[config.mk]
export PLATFORM = sky130hd
export DESIGN_NAME = seven_segment_four_digit_driver
export DESIGN_NICKNAME = d
export VERILOG_FILES = /design/src/design/ssd4_pkg.sv /design/src/design/ssd4_frame_build.sv /design/src/design/seven_segment_four_digit_driver.sv
export SDC_FILE = /design/constraint.sdc
export NUM_CORES = 1
export LEC_CHECK = 0
export ABC_AREA = 1
export BUFFER_PORTS_ARGS = -buffer_cell sky130_fd_sc_hd__buf_2
export CAP_MARGIN = 20
export CORE_MARGIN = 2
export CORE_UTILIZATION = 50
export DETAILED_ROUTE_END_ITERATION = 10
export PLACE_DENSITY = 0.73
export SLEW_MARGIN = 5
export SYNTH_ARGS = -nofsm -noshare
export SYNTH_HDL_FRONTEND = slang
export SYNTH_SLANG_ARGS = --single-unit
[constraint.sdc]
create_clock -name clk -period 5.35 [get_ports clk]
set_input_delay 0 -clock clk [delete_from_list [all_inputs] [get_ports clk]]
set_output_delay 0 -clock clk [all_outputs]
set_load 0.01 [all_outputs]
[src/design/ssd4_pkg.sv]
// Shared types, constants and glyph functions for the four-digit
// seven-segment frame driver. No dependencies.
package ssd4_pkg;

  localparam int DIGITS = 4;

  typedef enum logic [2:0] {
    KIND_NUMBER  = 3'd0,
    KIND_LETTER  = 3'd1,
    KIND_CLEAR   = 3'd2,
    KIND_PATTERN = 3'd3,
    KIND_DIGIT   = 3'd4
  } kind_t;

  localparam logic [7:0] BLANK_SEG = 8'hFF;
  localparam logic signed [15:0] NUM_MAX = 16'sd9999;
  localparam logic signed [15:0] DIGIT_MAX = 16'sd9;

  localparam logic [7:0] LETTER_BASE = 8'd65;
  localparam logic [7:0] LOWER_A = 8'd97;
  localparam logic [7:0] LOWER_Z = 8'd122;
  localparam logic [7:0] CASE_OFFSET = 8'd32;
  localparam logic [7:0] LETTER_COUNT = 8'd26;
  localparam logic [7:0] CHAR_LOWER_O = 8'h6F;
  localparam logic [7:0] CHAR_LOWER_F = 8'h66;

  localparam logic [16:0] RECIP10 = 17'd52429;
  localparam int SHIFT10 = 19;
  localparam logic [12:0] RECIP100 = 13'd5243;
  localparam int SHIFT100 = 19;
  localparam logic [13:0] RECIP1000 = 14'd8389;
  localparam int SHIFT1000 = 23;

  localparam logic [7:0] DIGIT_GLYPH [10] = '{
    8'hC0, 8'hF9, 8'hA4, 8'hB0, 8'h99, 8'h92, 8'h82, 8'hF8, 8'h80, 8'h90
  };

  localparam logic [7:0] LETTER_GLYPH [26] = '{
    8'h88, 8'h83, 8'hC6, 8'hA1, 8'h86, 8'h8E, 8'hC2, 8'h8B, 8'hCF, 8'hE1,
    8'h8A, 8'hC7, 8'hEA, 8'hC8, 8'hC0, 8'h8C, 8'h98, 8'hCC, 8'h92, 8'h87,
    8'hC1, 8'hD1, 8'hD5, 8'h89, 8'h91, 8'hB4
  };

  // Command after the reciprocal stage: the quotients of the number by
  // ten, a hundred and a thousand are ready for digit extraction.
  typedef struct packed {
    kind_t       kind;
    logic [1:0]  position;
    logic [7:0]  char_code;
    logic [7:0]  pattern;
    logic        negative;
    logic        too_big;
    logic        digit_ok;
    logic [3:0]  digit;
    logic [13:0] n;
    logic [9:0]  q10;
    logic [6:0]  q100;
    logic [3:0]  q1000;
  } split_t;

  typedef struct packed {
    logic [2:0]                  count;
    logic [DIGITS-1:0][7:0]      seg;
    logic [DIGITS-1:0][1:0]      pos;
  } frame_set_t;

  function automatic logic [7:0] digit_glyph(input logic [3:0] d);
    logic [7:0] g;
    g = BLANK_SEG;
    if (d < 4'd10) begin
      g = DIGIT_GLYPH[d];
    end
    return g;
  endfunction

  function automatic logic [7:0] letter_seg(input logic [7:0] code);
    logic [7:0] c;
    logic [7:0] idx;
    logic [7:0] g;
    c = code;
    g = BLANK_SEG;
    if (c >= LOWER_A && c <= LOWER_Z) begin
      c = c - CASE_OFFSET;
    end
    idx = c - LETTER_BASE;
    if (c >= LETTER_BASE && idx < LETTER_COUNT) begin
      g = LETTER_GLYPH[idx[4:0]];
    end
    return g;
  endfunction

  function automatic logic [7:0] select_byte(input logic [1:0] pos);
    logic [3:0] oh;
    oh = 4'b0001 << pos;
    return {4'hF, oh};
  endfunction

endpackage

[src/design/ssd4_frame_build.sv]
// Combinational frame builder: turns one split command into up to four
// segment frames. Depends on ssd4_pkg.
module ssd4_frame_build (
  input  ssd4_pkg::split_t     split,
  output ssd4_pkg::frame_set_t frames
);

  logic [6:0]  h7;
  logic [9:0]  t10;
  logic [13:0] u14;

  always_comb begin
    h7  = split.q100 - 7'(split.q1000) * 7'd10;
    t10 = split.q10 - 10'(split.q100) * 10'd10;
    u14 = split.n - 14'(split.q10) * 14'd10;
  end

  always_comb begin
    frames.count = 3'd0;
    for (int i = 0; i < ssd4_pkg::DIGITS; i++) begin
      frames.seg[i] = ssd4_pkg::BLANK_SEG;
      frames.pos[i] = 2'(i);
    end
    unique case (split.kind)
      ssd4_pkg::KIND_NUMBER: begin
        if (split.negative) begin
          frames.count  = 3'd1;
          frames.seg[0] = ssd4_pkg::digit_glyph(4'd0);
        end else if (split.too_big) begin
          frames.count  = 3'd2;
          frames.seg[0] = ssd4_pkg::letter_seg(ssd4_pkg::CHAR_LOWER_O);
          frames.pos[0] = 2'd2;
          frames.seg[1] = ssd4_pkg::letter_seg(ssd4_pkg::CHAR_LOWER_F);
          frames.pos[1] = 2'd3;
        end else begin
          frames.count  = 3'(ssd4_pkg::DIGITS);
          frames.seg[0] = ssd4_pkg::digit_glyph(split.q1000);
          frames.seg[1] = ssd4_pkg::digit_glyph(h7[3:0]);
          frames.seg[2] = ssd4_pkg::digit_glyph(t10[3:0]);
          frames.seg[3] = ssd4_pkg::digit_glyph(u14[3:0]);
        end
      end
      ssd4_pkg::KIND_LETTER: begin
        frames.count  = 3'd1;
        frames.seg[0] = ssd4_pkg::letter_seg(split.char_code);
        frames.pos[0] = split.position;
      end
      ssd4_pkg::KIND_CLEAR: begin
        frames.count = 3'(ssd4_pkg::DIGITS);
      end
      ssd4_pkg::KIND_PATTERN: begin
        frames.count  = 3'd1;
        frames.seg[0] = split.pattern;
        frames.pos[0] = split.position;
      end
      ssd4_pkg::KIND_DIGIT: begin
        frames.count  = 3'd1;
        frames.seg[0] = split.digit_ok ? ssd4_pkg::digit_glyph(split.digit)
                                       : ssd4_pkg::BLANK_SEG;
        frames.pos[0] = split.position;
      end
      default: begin
        frames.count = 3'd0;
      end
    endcase
  end

endmodule

[src/design/seven_segment_four_digit_driver.sv]
// Top level of the four-digit seven-segment frame driver: input register, reciprocal
// stage, frame builder and frame serialiser. Depends on ssd4_pkg and ssd4_frame_build.
// A command passes the input register and the reciprocal stage; the serialiser offers
// its frames. Throughput: one frame per cycle while frame_stall is low; the serialiser
// loads a command when idle or as its last frame goes; an unused kind gives no frames.
// Reset: synchronous; clears all valid flags, so no frame is offered after reset.
module seven_segment_four_digit_driver (
  input  logic        clk,
  input  logic        rst,
  input  logic        item_valid,
  output logic        item_stall,
  input  logic [2:0]  kind,
  input  logic signed [15:0] value,
  input  logic [1:0]  position,
  input  logic [7:0]  char_code,
  input  logic [7:0]  pattern,
  output logic        frame_valid,
  input  logic        frame_stall,
  output logic [7:0]  segments,
  output logic [7:0]  digit_select,
  output logic        last
);

  logic               a_valid;
  logic [2:0]         a_kind;
  logic signed [15:0] a_value;
  logic [1:0]         a_position;
  logic [7:0]         a_char_code;
  logic [7:0]         a_pattern;

  logic               b_valid;
  ssd4_pkg::split_t   b_split;
  ssd4_pkg::split_t   b_split_next;

  logic                 c_busy;
  ssd4_pkg::frame_set_t c_frames;
  logic [1:0]           c_idx;

  ssd4_pkg::frame_set_t b_frames;

  logic [30:0] p10;
  logic [26:0] p100;
  logic [27:0] p1000;
  logic [13:0] a_n;

  logic item_accept;
  logic frame_accept;
  logic frame_last;
  logic c_free;
  logic b_ready;
  logic a_ready;
  logic b_load_c;

  always_comb begin
    a_n   = a_value[13:0];
    p10   = 31'(a_n) * 31'(ssd4_pkg::RECIP10);
    p100  = 27'(a_n) * 27'(ssd4_pkg::RECIP100);
    p1000 = 28'(a_n) * 28'(ssd4_pkg::RECIP1000);

    b_split_next.kind      = ssd4_pkg::kind_t'(a_kind);
    b_split_next.position  = a_position;
    b_split_next.char_code = a_char_code;
    b_split_next.pattern   = a_pattern;
    b_split_next.negative  = a_value < 16'sd0;
    b_split_next.too_big   = a_value > ssd4_pkg::NUM_MAX;
    b_split_next.digit_ok  = (a_value >= 16'sd0) && (a_value <= ssd4_pkg::DIGIT_MAX);
    b_split_next.digit     = a_value[3:0];
    b_split_next.n         = a_n;
    b_split_next.q10       = p10[ssd4_pkg::SHIFT10 +: 10];
    b_split_next.q100      = p100[ssd4_pkg::SHIFT100 +: 7];
    b_split_next.q1000     = p1000[ssd4_pkg::SHIFT1000 +: 4];
  end

  ssd4_frame_build u_frame_build (
    .split  (b_split),
    .frames (b_frames)
  );

  always_comb begin
    frame_last   = (3'(c_idx) + 3'd1) == c_frames.count;
    frame_accept = c_busy && !frame_stall;
    c_free       = !c_busy || (frame_accept && frame_last);
    b_load_c     = b_valid && (b_frames.count != 3'd0) && c_free;
    b_ready      = !b_valid || (b_frames.count == 3'd0) || c_free;
    a_ready      = !a_valid || b_ready;
    item_stall   = !a_ready;
    item_accept  = item_valid && a_ready;
  end

  always_ff @(posedge clk) begin
    if (rst) begin
      a_valid <= 1'b0;
    end else if (item_accept) begin
      a_valid <= 1'b1;
    end else if (b_ready) begin
      a_valid <= 1'b0;
    end
    if (item_accept) begin
      a_kind      <= kind;
      a_value     <= value;
      a_position  <= position;
      a_char_code <= char_code;
      a_pattern   <= pattern;
    end
  end

  always_ff @(posedge clk) begin
    if (rst) begin
      b_valid <= 1'b0;
    end else if (b_ready) begin
      b_valid <= a_valid;
    end
    if (b_ready && a_valid) begin
      b_split <= b_split_next;
    end
  end

  always_ff @(posedge clk) begin
    if (rst) begin
      c_busy <= 1'b0;
      c_idx  <= 2'd0;
    end else if (b_load_c) begin
      c_busy <= 1'b1;
      c_idx  <= 2'd0;
    end else if (frame_accept) begin
      if (frame_last) begin
        c_busy <= 1'b0;
      end else begin
        c_idx <= c_idx + 2'd1;
      end
    end
    if (b_load_c) begin
      c_frames <= b_frames;
    end
  end

  assign frame_valid  = c_busy;
  assign segments     = c_frames.seg[c_idx];
  assign digit_select = ssd4_pkg::select_byte(c_frames.pos[c_idx]);
  assign last         = frame_last;

`ifndef SYNTHESIS
  a_count_range: assert property (@(posedge clk) disable iff (rst)
    c_busy |-> (c_frames.count != 3'd0) && (c_frames.count <= 3'(ssd4_pkg::DIGITS)))
    else $error("Frame buffer holds an invalid frame count.");

  a_idx_range: assert property (@(posedge clk) disable iff (rst)
    c_busy |-> (3'(c_idx) < c_frames.count))
    else $error("Frame index runs past the frame count.");

  a_drain: assert property (@(posedge clk) disable iff (rst)
    (frame_accept && frame_last && !b_load_c) |=> !c_busy)
    else $error("Frame buffer still busy after its final beat.");

  a_advance: assert property (@(posedge clk) disable iff (rst)
    (frame_accept && !frame_last) |=> c_busy && (c_idx == 2'($past(c_idx) + 2'd1)))
    else $error("Frame index did not advance after a beat.");

  a_reset: assert property (@(posedge clk)
    rst |=> !frame_valid && !item_stall)
    else $error("Pipeline not empty after reset.");
`endif

endmodule

==> results of run 1 <==
cells in the mapped netlist, drive strengths merged, types with 2 or more instances:
cell type	instances
inv	366
ha	280
nand2	206
fa	135
edfxtp	112
nor2	84
a21oi	81
o21ai	78
nand3	57
xor2	22
nand4	15
nor3	15
xnor2	15
o211ai	10
o22ai	10
a21o	8
a211oi	7
buf	6
clkbuf	6
or2	6
dfxtp	5
nor4	5
o31ai	4
a31oi	3
nor3b	3
o21a	3
nand3b	2
o21bai	2
final timing paths:
kind	endpoint	start
setup / recovery	b_split[14]	a_value[12]
hold / removal	c_idx[1]	frame_stall
setup reg to reg	b_split[14]	a_value[12]
hold reg to reg	b_split[58]	a_position[0]
logic make-up after synthesis:
group,Yosys count
buffers and inverters,378
flip-flops,117
XOR/XNOR,37
AND/OR/NAND/NOR,394
adder cells (fa/ha/maj),415
AO/OA/AOI/OAI,212
other,1
area by class of cell:
| class | instances | area share, % |
|---|---|---|
| Clock buffer | 18 | 2.71 |
| Tap cell | 384 | 2.97 |
| Sequential cell | 117 | 21.4 |
| Timing Repair Buffer | 116 | 5.14 |
| Multi-Input combinational cell | 1062 | 58.4 |
| Inverter | 366 | 8.48 |
| Clock inverter | 14 | 0.934 |
critical path, cell delays in order (launching register included):
cell and delay [ns]:
edfxtp_1 0.41, inv_1 0.08, ha_1 0.32, ha_1 0.36, xor2_1 0.28, inv_1 0.10
fa_1 0.49, fa_1 0.54, inv_1 0.05, fa_1 0.48, ha_1 0.31, ha_1 0.36
nand2_1 0.12, nor3_1 0.20, nor3b_1 0.29, nand4_1 0.12, nand3_1 0.10, xnor2_1 0.06
state kept, by name, indices dropped and copies added (netlist names):
signal	count
a_char_code	8
a_kind	3
a_pattern	8
a_position	2
a_valid	1
a_value	16
b_split	40
b_valid	1
c_frames	35
c_idx	2
frame_valid	1
power by group through the flow:
stage	clock, mW	sequential, mW	combinational (mW)
2_1_floorplan	0	1.21	3.66
3_3_place_gp	0	1.23	4.66
3_5_place_dp	0	1.24	4.73
4_1_cts	1.21	1.22	4.82
5_1_grt	1.25	1.22	5.62
6_report	1.18	1.21	4.83
stage by stage:
step	cell area, sq um	setup WS, ns	hold slack (ns)	utilization, %
floorplan	14400	0.224	0.0691	-
global placement	15200	0.487	0.177	53.4
detailed placement	15200	0.391	0.178	53.4
CTS	16200	0.370	0.000391	56.9
global route	16200	0.111	0.0373	56.9
finish	16200	0.389	0.0201	56.9
layer usage:
metal	GRT usage, %	vias up	routed length, microns
met1	30.1	5087	14600
met3	2.96	64	1410
li1	-	5282	-
met4	6.78	0	920
met5	0	-	0
met2	42.1	276	16700
==> metrics.md, run 1 <==
| Metric | Value |
|---|---|
| Die W | 173 microns |
| Status | completed |
| Initial Utilization | between 50% and 60% |
| Reg power frac | 16.8% |
| Sequential cell area | 3460 sq um |
| Reg2Reg Setup Slack | 0.39 ns |
| Final cell count without fillers | 2077 |
| Sw frac | 48.6% |
| Die Ht | 173 microns |
| H-tree Lvls | 4 |
| Worst-case clock skew | around 0.015 ns |
| Via density | slightly above 5 |
| Register area share after synthesis | 24.1% |
| Post-CTS Hold Buffers | 40 |
| Cell variety after synth | 46 |
| Simple-gate share of the synthesized area | 11.7% |
| Inst Count DP | 2005 |
| Most used flip-flop cell after synthesis | edfxtp_1 |
| GRT overflow | 0 |
| Worst skew pair latency | 0.42 ns |
| Post-synth top area share | 24.4% |
| R2r worst-path depth | 17 |
| CTS tree | yes |
| Clock root cell | clkbuf_16 |
| Vias in the first global route | 11330 |
| Slew margin rel. | 35.9% |
| Dominant cells by area after synthesis | ha_1, edfxtp_1, fa_1 |
| Largest net degree at the start of global routing | 40 |
| CP Class | reg2reg |
| Starting DRC count in detailed routing | 665 |
| DP Wirelength | 27600 microns |
| Synth Register Bits | 117 |
| PwrDens | 446 nW/um^2 |
| Number of remaining DRC errors | 0 |
| Largest family of logic cells by synthesized area | adder cells |
| Min Tclk post-route | 4.96 ns |
| Cell Rows | 62 |
| Hold Path Cell Cnt | 4 |
| Drt pass-1 iters | 5 |
| Post-Synth Adder-Cell Area | 43.3% |
| Final setup viols | 0 |
| Async set-reset flop share out of synthesis | 0% |
| CTS Buffer Depth | 2 |
| Total power | between 7 and 8 mW |
| Pins Over Slew Limit | 0 |
| Sink Count | 117 |
| Initial antenna violation count | 1 |
| Max-Cap Viols | 0 |
| Synth Instances | approximately 1600 |
| Critical Path RT | 5.50 ns |
| Comb power frac | 66.8% |
| Resized cells post-CTS | 0 |
| Total die area | ~30000 sq um |
| Layout cell share with drive strength beyond 1 | 7.74% |
| Nets | 2136 |
| Routed WL | 33600 microns |
| Switching component of the power | about 3.5 mW |
| Most frequent cells in the layout | inv_1, ha_1, nand2_1 |
| Antenna Cells | 0 |
| Post-Route Setup TNS | 0 ns |
| TritonCTS buffer count | 17 |
| CP Capture Type | flop |
| Syn avg cell area | 9.23 sq um |
| Synth Warn # | 0 |
| Routed via count | ~11000 |
| Crit path DAT | 5.11 ns |
| Final ANT Viol Nets | 0 |
| XOR/XNOR Fraction of Synth Area | 2.49% |
| Tcrit/Tclk final | roughly 93% |
| Post-synthesis mux area share | 0% |
| Worst-path clk slew | 0.06 ns |
| Hold Fails Final Rpt | 0 |
| DR WL/cell | 16.2 microns |
| Static leakage | between 8 and 9 nW |
| Post-CTS Setup Inserts | 0 |
| Area growth syn-to-layout | 12.9% |
| Clk pwr share | about 16% |
| Critical path startpoint category | flop |
| Most area-hungry cell type in the Yosys netlist | ha_1 |
| Area of the multi-input gates | about 9500 sq um |
| Worst Tran Pin Value | 0.960 ns |
| Most common cell after layout, fill and taps aside | inv_1 |
| Hold Path Class | in2reg |
| I/O Buffers | 55 |
| Syn Std Cell Area | 14300 sq um |
| Overall global routing resource usage | 23.6% |
| Core Area | 28500 sq um |
| Critical Path Fanout Max | 5 |
| Peak supply drop | ~310 uV |
| Gpl congestion | approximately 0.95 |
| Post-synthesis compound-gate area fraction | about 8.4% |
| RSZ-0062 raised after global routing | false |
| Max Fclk | 202 MHz |
| Internal power | approximately 3.7 mW |
| EDFF count, synth | around 110 |
| Io pins | 60 |
| First-pass GRT wire length | 56000 microns |
| Number of fill cells | about 2500 |
No activity file was read; power rests on OpenSTA's default activity.
==> run 2: changes to the inputs <==
--- a/config.mk
+++ b/config.mk
@@ -6,12 +6,12 @@
 export NUM_CORES = 1
 export LEC_CHECK = 0
 export ABC_AREA = 1
-export BUFFER_PORTS_ARGS = -buffer_cell sky130_fd_sc_hd__buf_2
 export CAP_MARGIN = 20
 export CORE_MARGIN = 2
 export CORE_UTILIZATION = 50
 export DETAILED_ROUTE_END_ITERATION = 10
-export PLACE_DENSITY = 0.73
+export DONT_BUFFER_PORTS = 1
+export PLACE_DENSITY = 0.72
 export SLEW_MARGIN = 5
 export SYNTH_ARGS = -nofsm -noshare
 export SYNTH_HDL_FRONTEND = slang
==> metrics.md, run 2 (same netlist as run 1, synthesis figures left out) <==
| Metric | Value |
|---|---|
| Status | completed |
| Static leakage | ~8 nW |
| Antenna Cells | 0 |
| Number of fill cells | 2527 |
| Core Area | around 28000 sq um |
| Routed via count | between 10000 and 15000 |
| CP Class | reg2reg |
| DR WL/cell | 16.4 microns |
| Clock root cell | clkbuf_16 |
| Final setup viols | 0 |
| Final ANT Viol Nets | 0 |
| Post-Route Setup TNS | 0 ns |
| Top reg by flops | b_split |
| Via density | 5.18 |
| Routed WL | roughly 33000 microns |
| RSZ-0062 raised after global routing | false |
| Worst Tran Pin Value | 0.922 ns |
| Vias in the first global route | 11058 |
| Sequential cell area | 3460 sq um |
| Slowest cell on the critical path | fa_1 |
| CTS tree | yes |
| Critical Path RT | 5.53 ns |
| Die Ht | 173 microns |
| Worst-path clk slew | 0.07 ns |
| CP peak stage delay | approximately 0.54 ns |
| Largest net degree at the start of global routing | 41 |
| Total die area | between 30000 and 40000 sq um |
| Layout cell share with drive strength beyond 1 | 4.64% |
| Most frequent cells in the layout | inv_1, ha_1, nand2_1 |
| TritonCTS buffer count | 17 |
| Worst path cell trace | inv_1, ha_1, ha_1, xor2_1, fa_1, inv_1, fa_1, inv_1, fa_1, inv_1, fa_1, inv_1, ha_1, nand2_1, nor2_1, a211oi_1, nand2_1, nand2_1, nand2_1 |
| Hold Path Class | in2reg |
| Gpl congestion | between 0.9 and 1 |
| Area growth syn-to-layout | 10.7% |
| Initial antenna violation count | 1 |
| Nets | 2081 |
| Critical path startpoint category | flop |
| I/O Buffers | 0 |
| Max Fclk | 197 MHz |
| Starting DRC count in detailed routing | 770 |
| Max-Cap Viols | 0 |
| Crit path DAT | 5.25 ns |
| Worst-case clock skew | approximately 0.027 ns |
| H-tree Lvls | 4 |
| Total power | 7.13 mW |
| Min Tclk post-route | just over 5 ns |
| Number of remaining DRC errors | 0 |
| Pins Over Slew Limit | 0 |
| Critical Path Fanout Max | 5 |
| Drt pass-1 iters | 6 |
| Die W | between 150 and 200 microns |
| Overall global routing resource usage | 23.0% |
| DP Wirelength | 27300 microns |
| Sink Count | 117 |
| PwrDens | 449 nW/um^2 |
| Io pins | 60 |
| Largest regs | b_split x40, c_frames x35, a_value x16 |
| Tcrit/Tclk final | 94.9% |
| Worst skew pair latency | 0.44 ns |
| Slew margin rel. | 38.5% |
| Cell Rows | 62 |
| CP Capture Type | flop |
| Area of the multi-input gates | ~9500 sq um |
| CP bufs+invs | 5 |
| GRT overflow | 0 |
| Worst hold-check slack | 0.197 ns |
| First-pass GRT wire length | 54600 microns |
| CTS Buffer Depth | 2 |
| Max reg flops | 40 |
| Peak supply drop | 282 uV |
| Crit-path leading delay family | adder cells |
| Initial Utilization | 50.4% |
| Most common cell after layout, fill and taps aside | inv_1 |
| Hold Fails Final Rpt | 0 |
| Most used cell, CP | inv_1 |
run 2: changes by cell type in the layout (fill, tap and decap cells not counted):
cell        previous run  this run
buf_2                 55         0
bufinv_16              2         0
clkbuf_8               1         0
clkinv_1               0         3
clkinv_4               5         3
clkinvlp_4             2         3
inv_1                362       361
inv_6                  2         4
nor3b_1                3         1
nor3b_2                0         2
run 2: worst paths after layout:
path | startpoint | end | slack, ns | cells after the start
max | a_value[12] | b_split[11] | 0.27 | 19
min reg2reg | a_kind[0] | b_split[60] | 0.40 | 0
max reg2reg | a_value[12] | b_split[11] | 0.27 | 19
min | value[9] | a_value[9] | 0.20 | 1
run 2: routing by layer:
metal / GRT usage, % / vias up / share of wire (%)
met5: 0 / - / 0
met4: 8.90 / 0 / 3.4
met3: 3.00 / 68 / 3.9
met2: 41.0 / 259 / 49
met1: 28.4 / 4969 / 44
li1: - / 5169 / -
run 2: area by class of cell:
class / instances / share of cell area [%]
clock inverters: 15 / 0.670
flip-flops and latches: 117 / 21.8
multi-input cells: 1062 / 59.6
clock buffers: 17 / 2.68
repair buffers: 61 / 3.51
well taps: 384 / 3.03
inverters: 366 / 8.65
run 2: metrics by stage:
stage | instances | util [%] | setup WS [ns] | instance area (sq um)
detailed placement | 1950 | 52.5 | 0.247 | 14900
global route | 2022 | 55.8 | 0.0140 | 15900
CTS | 2022 | 55.7 | 0.244 | 15900
floorplan | 1557 | - | 0.224 | 14400
finish | 2022 | 55.8 | 0.271 | 15900
global placement | 1950 | 52.5 | 0.394 | 14900
run 2: where the power goes:
group	internal [mW]	switching (mW)	total, mW
Combinational	1.87	2.97	4.84
Sequential	1.14	0.0695	1.21
Clock	0.593	0.490	1.08
Total	3.60	3.53	7.13
run 2: what timing repair did:
item,4_1_cts,5_1_grt
gates resized for setup,0,2
setup endpoints to repair,0,2
setup buffers,0,0
hold buffers,40,0
endpoints found under the hold margin,42,0
run 2: worst reg2reg max path, delay by kind of cell, from the launching register on:
kind            cells  cell delay (ns)
flops               1             0.46
simple gates        5             0.43
compound gates      1             0.32
xor+xnor            1             0.19
fa+ha+maj           7             3.04
buf+inv             5             0.41
